## config.mk

```make
export PLATFORM = sky130hd
export DESIGN_NAME = spm_ctrl
export DESIGN_NICKNAME = d
export VERILOG_FILES = /design/src/rtl/stereo_peak_rms_ppm_meter_macros.svh /design/src/rtl/spm_pkg.sv /design/src/rtl/spm_ctrl.sv
export SDC_FILE = /design/constraint.sdc
export NUM_CORES = 1
export LEC_CHECK = 0
export BUFFER_PORTS_ARGS = -buffer_cell sky130_fd_sc_hd__buf_2
export CORE_MARGIN = 3
export CORE_UTILIZATION = 45
export CTS_BUF_LIST = sky130_fd_sc_hd__clkbuf_2 sky130_fd_sc_hd__clkbuf_4 sky130_fd_sc_hd__clkbuf_8
export CTS_CLUSTER_DIAMETER = 150
export DETAILED_ROUTE_END_ITERATION = 12
export PLACE_DENSITY_LB_ADDON = 0.12
export SETUP_SLACK_MARGIN = 0.3
export SLEW_MARGIN = 5
export SYNTH_ARGS = -nofsm -noshare
export SYNTH_HDL_FRONTEND = slang
export SYNTH_SLANG_ARGS = --single-unit
```

## constraint.sdc

```tcl
create_clock -name clk -period 1.87 [get_ports clk]
set_input_delay 0.0935 -clock clk [delete_from_list [all_inputs] [get_ports clk]]
set_output_delay 0.0935 -clock clk [all_outputs]
set_load 0.05 [all_outputs]
```

## src/rtl/stereo_peak_rms_ppm_meter_macros.svh

```systemverilog
// assertion macros for the meter
`ifndef STEREO_PEAK_RMS_PPM_METER_MACROS_SVH
`define STEREO_PEAK_RMS_PPM_METER_MACROS_SVH
`ifndef SYNTHESIS
`define SPM_ASSERT_IMPL(label, clk, rst, ante, cons, msg) \
  label: assert property (@(posedge clk) disable iff (rst) (ante) |-> (cons)) else $error(msg);
`define SPM_ASSERT_NEXT(label, clk, rst, ante, cons, msg) \
  label: assert property (@(posedge clk) disable iff (rst) (ante) |=> (cons)) else $error(msg);
`else
`define SPM_ASSERT_IMPL(label, clk, rst, ante, cons, msg)
`define SPM_ASSERT_NEXT(label, clk, rst, ante, cons, msg)
`endif
`endif

```

## src/rtl/spm_pkg.sv

```systemverilog
package spm_pkg;
  localparam int OUT_W = 23;
  localparam int SUM_W = 59;
  localparam int REL_W = 24;
  localparam int ADDR_W = 4;
  localparam int DEF_MAX_BLOCK = 4096;
  localparam int DEF_SAMPLE_BITS = 24;
  localparam logic [ADDR_W-1:0] REG_RELEASE = 4'h0;
  localparam logic [ADDR_W-1:0] REG_MODE = 4'h4;
  localparam logic [ADDR_W-1:0] REG_FLOOR = 4'h8;
  localparam logic [REL_W-1:0] RELEASE_RESET = 24'd16776410;

  // commands from controller to datapath
  typedef struct packed {
    logic load;       // capture input request
    logic decay_l;    // multiply left needle
    logic decay_r;    // multiply right needle
    logic accum;      // fold sample into peaks and sum
    logic fin_start;  // latch block results, start division
    logic div_step;
    logic sqrt_start;
    logic sqrt_step;
    logic finish;     // attack needles, form result
  } spm_cmd_t;
endpackage

```

## src/rtl/spm_ctrl.sv

```systemverilog
module spm_ctrl (
  input  logic clk,
  input  logic rst,
  input  logic in_fire,
  input  logic in_last,
  input  logic out_free,
  output logic busy,
  output spm_pkg::spm_cmd_t cmd
);
  import spm_pkg::*;

  typedef enum logic [3:0] {
    S_IDLE, S_DEC_L, S_DEC_R, S_ACC, S_FIN, S_DIV, S_SQI, S_SQ, S_DONE
  } state_t;

  state_t state;
  logic [5:0] cnt;

  always_ff @(posedge clk) begin
    if (rst) begin
      state <= S_IDLE;
      cnt <= '0;
    end else begin
      case (state)
        S_IDLE: if (in_fire) state <= S_DEC_L;
        S_DEC_L: state <= S_DEC_R;
        S_DEC_R: state <= S_ACC;
        S_ACC: state <= in_last ? S_FIN : S_IDLE;
        S_FIN: begin
          state <= S_DIV;
          cnt <= '0;
        end
        S_DIV: begin
          cnt <= cnt + 6'd1;
          if (cnt == 6'd58) state <= S_SQI;
        end
        S_SQI: begin
          state <= S_SQ;
          cnt <= '0;
        end
        S_SQ: begin
          cnt <= cnt + 6'd1;
          if (cnt == 6'd29) state <= S_DONE;
        end
        S_DONE: if (out_free) state <= S_IDLE;
        default: state <= S_IDLE;
      endcase
    end
  end

  assign busy = (state != S_IDLE);

  always_comb begin
    cmd = '0;
    cmd.load = (state == S_IDLE) && in_fire;
    cmd.decay_l = (state == S_DEC_L);
    cmd.decay_r = (state == S_DEC_R);
    cmd.accum = (state == S_ACC);
    cmd.fin_start = (state == S_FIN);
    cmd.div_step = (state == S_DIV);
    cmd.sqrt_start = (state == S_SQI);
    cmd.sqrt_step = (state == S_SQ);
    cmd.finish = (state == S_DONE) && out_free;
  end
endmodule

```

# After elaboration in Yosys (flattened, before gate mapping)
# Index checks and enable logic that the tools add are counted.
# totals
regBits	10
latchBits	0
mem_bits_rw	0
romBits	0
input_bits	5
word_cells	32
n_memories	0
# classes
n_addsub	1
multipliers	0
n_div	0
n_lt_le_gt_ge	0
eq_ne	14
shift	0
muxes	7
n_bitwise	0
n_reduce_logical	8
# op_table
op	count
4-bit one-hot mux with 9 select lines	1
4-bit by 3-bit == test with 1-bit output (second input constant)	4
4-bit two-way mux	4
6-bit one-hot mux with 2 select lines	1
4-bit by 2-bit == test with 1-bit output (second input constant)	2
6-bit by 1-bit adder with 6-bit output (second input constant)	1
6-bit by 5-bit == test with 1-bit output (second input constant)	1
6-bit == test (second input constant)	1
4-bit by 1-bit == test with 1-bit output (second input constant)	1
4-bit == test (second input constant)	1
4-bit zero test	1
2-bit by 1-bit != test with 1-bit output (second input constant)	2
2-bit != test (second input constant)	2
4-bit AND reduction	1
4-bit nonzero test	1
2-bit OR reduction	2
3-bit two-way mux	1
1-bit logical AND	2
2-bit nonzero test	1

# Depth between registers and ports, before layout
# depth
ltp_word	3
depth_mapped	5
mapped_depth_nobuf	5

# Worst setup path before layout
# Ideal clock, no wire load.
# synth_path
path_type	flip-flop to output port
from	register state[2]
to	output cmd[4] in the netlist's numbering
arrival_time_ns	2.219
required_ns	1.776
setup_slack_ns	-0.443
stages_incl_launch_ff	3
n_path_buf	1
path_cell_list	dfxtp_1 > clkbuf_1 > nor4b_1
# synth_lines
element	line_no	rtl
start: declaration	spm_ctrl.sv:16	state_t state;
start signal: assignment	spm_ctrl.sv:28	S_ACC: state <= in_last ? S_FIN : S_IDLE;
end: declaration	spm_ctrl.sv:8	output spm_pkg::spm_cmd_t cmd

==> summary.md <==
| Metric | Value |
|---|---|
| Outcome | finished, final reports clean |
| Overall routing resource usage | 0.184 |
| Synth Instances | 81 |
| CP max FO | 13 |
| Via count | about 630 |
| Synth-to-Final Area Change | 22.0% |
| # DRC | 0 |
| #FFs+latches synth | 10 |
| Tcrit/Tclk final | 0.794 |
| Die Footprint | 1940 um^2 |
| Register area share after synthesis | 0.307 |
| Main area contributors after synthesis | dfxtp_1 (31%), ha_1 (5.7%), nand2b_1 (4.8%) |
| Final setup fails | 0 |
| Worst reg2reg setup slack | roughly 0.46 ns |
| Worst EP required | 1.78 ns |
| Top cell type by total area after synthesis | dfxtp_1 |
| GPL Wtd Cong | between 0.8 and 0.9 |
| Grt ovf | 0 |
| # IOs | 15 |
| WP data arrival | between 1 and 1.5 ns |
| Total Power | roughly 550 uW |
| Hold Path Class | primary input to flip-flop |
| Final HPWL DP | roughly 1.1 mm |
| Dpl cells | about 110 |
| Hold WS | ~0.071 ns |
| CTS clock-pin slew for the worst setup and hold paths | 0.07 ns |
| Critical Path Start | state[2] |
| IO Port Bufs | 14 |
| Final min period | about 1.5 ns |
| Worst Hold Path EP | cnt[0] |
| Hold Path Origin | rst |
| CTS tree | yes |
| Max-cap violations | 0 |
| First-pass detailed-route iteration total | 4 |
| Reg-to-reg startpoint | cnt[0] |
| Post-Layout Cell Count | 111 |
| R2R depth | 4 |
| Initial antenna violation count | 0 |
| RSZ-0062 raised after global routing | false |
| TritonCTS sink count | 10 |
| Worst setup SP type | flip-flop |
| Hold_buf cts | 0 |
| Post-Place Cell Area | between 700 and 800 um^2 |
| Routed len/inst | 12.9 um |
| Peak VDD IR | 375 uV |
| Routed WL | ~1.4 mm |
| Avg Cell Area, Syn | just over 8 um^2 |
| ANT cells | 0 |
| Antenna Nets Post-Route | 0 |
| Hold Path Depth | 2 |
| Final TNS setup | 0 ns |
| Synth Cell Area | 653 um^2 |
| Vias in the first global route | just under 600 |
| Layout Nets | about 110 |
| Final Cell Area | 797 um^2 |
| Root buffer cell | clkbuf_4 |
| Worst-Skew Late Latency | approximately 0.27 ns |
| Share of cells above drive strength 1 | 0.333 |
| Core footprint | 1330 um^2 |
| Routed vias/inst | 5.70 |
| Clock Skew | between 0.0007 and 0.0008 ns |
| Peak Freq | ~670 MHz |
| FP Rows | 13 |
| Die Ht | 44.1 um |
| Initial drt markers | 20 |
| Net Count, Synth | about 90 |
| Pins Over Slew Limit | 0 |
| Yosys top cell area share | 0.307 |
| R2r endpoint | cnt[1] |
| Synth cell types | 32 |
| Total CTS buffers | 3 |
| Maximum number of pins on one net before global-route repair | 15 |
| Global-route wire length before repair | 2.70 mm |
| Cell Pwr Density | roughly 690 nW/um^2 |
| Clock buffer depth | 2 |
| Crit Path Category | flip-flop to output port |
| Critical Path Sink Type | output port |
| Initial Utilization | 0.490 |
| LEAKAGE | about 0.00032 uW |
| Final hold vios | 0 |
| H-tree levels | 1 |
| Horiz. Die Dim | 44.1 um |
| Slew @ Worst Pin | between 0.3 and 0.4 ns |
| YS warnings | 0 |
| Relative slew slack | 0.794 |
| Post-CTS Setup Inserts | 0 |
==> routing by layer <==
layer	vias up	share of wire	track usage
met5	-	0	0
met4	0	0.0077	0.0542
met3	2	0.077	0.0528
met2	20	0.44	0.285
met1	285	0.47	0.247
li1	326	-	-
==> report_power, final <==
group / switching, uW / internal, uW / total (uW) / leakage (uW)
logic: 82.1 / 38.5 / 121 / 0.000220
clock network: 81.1 / 118 / 199 / 0.0000210
registers: 13.9 / 220 / 234 / 0.0000821
total: 177 / 376 / 554 / 0.000324
==> state kept, by name, summed over array words and instances, names as in the netlist <==
signal	cells
cnt	6
state	4
==> final cells by class <==
type                    count  area [um^2]
repair buffers             16         87.6
multi-input cells          64          443
fillers                   134          537
well taps                  15         18.8
inverters                   2         7.51
flip-flops and latches     10          204
clock buffers               4         36.3
==> how the worst max path moves through the flow <==
stage	endpoint	slack, ns	cells past startpoint
3_3_place_gp	cnt[5]	0.39	3
2_1_floorplan	cmd[4]	0.24	2
5_1_grt	cmd[0]	0.31	3
3_5_place_dp	cnt[5]	0.33	3
4_1_cts	cmd[1]	0.32	3
6_report	cmd[0]	0.38	3
==> synthesized netlist by cell type <==
cell type and n:
dfxtp_1 10, a21oi_1 6, nand2_1 6, nor2_1 6, nand2b_1 5, and4b_1 3, clkbuf_1 3, ha_1 3
nor3_1 3, o31ai_1 3, a21o_1 2, a31oi_1 2, and3_1 2, buf_2 2, inv_1 2, nand3_1 2
nand3b_1 2, o21ai_0 2, or3_1 2, or3b_2 2, or4_1 2, a21boi_0 1, a311oi_1 1, and4bb_2 1
mux2i_1 1, nand2_2 1, nor4b_1 1, o21a_1 1, o21bai_1 1, o311ai_0 1, or2_2 1, xor2_1 1
==> metrics by stage <==
stage	utilization	setup WS, ns
after detailed placement	0.564	0.329
after floorplan	-	0.236
final	0.598	0.384
after global placement	0.564	0.392
after global routing	0.598	0.309
after CTS	0.592	0.324
==> worst max-delay path, cell delays in order, from the launching register on <==
cell and delay, ns:
dfxtp_2 0.38, nor3_1 0.29, and3_1 0.19, buf_2 0.26
==> placed cells by master (no fill, tap or decap), types with 3 or more instances in the layout <==
cell,netlist,routed
buf_2,2,13
dfxtp_1,10,7
nor2_1,6,6
nand2_1,6,6
a21oi_1,6,6
nand2b_1,5,4
clkbuf_4,0,4
and4b_1,3,3
o31ai_1,3,3
ha_1,3,3
dfxtp_2,0,3
==> logic make-up after synthesis <==
kind of cell,Yosys count,share of synthesized area
xor+xnor,1,0.0134
compound gates,20,0.199
buf+inv,7,0.0441
fa+ha+maj,3,0.0575
mux,1,0.0153
flops,10,0.307
simple gates,39,0.364
==> what timing repair did <==
action                     in CTS  in global routing
setup endpoints to repair       1                  6
gates resized for setup         1                  4
pin swaps                       0                  0
No activity file was read; power rests on OpenSTA's default activity.
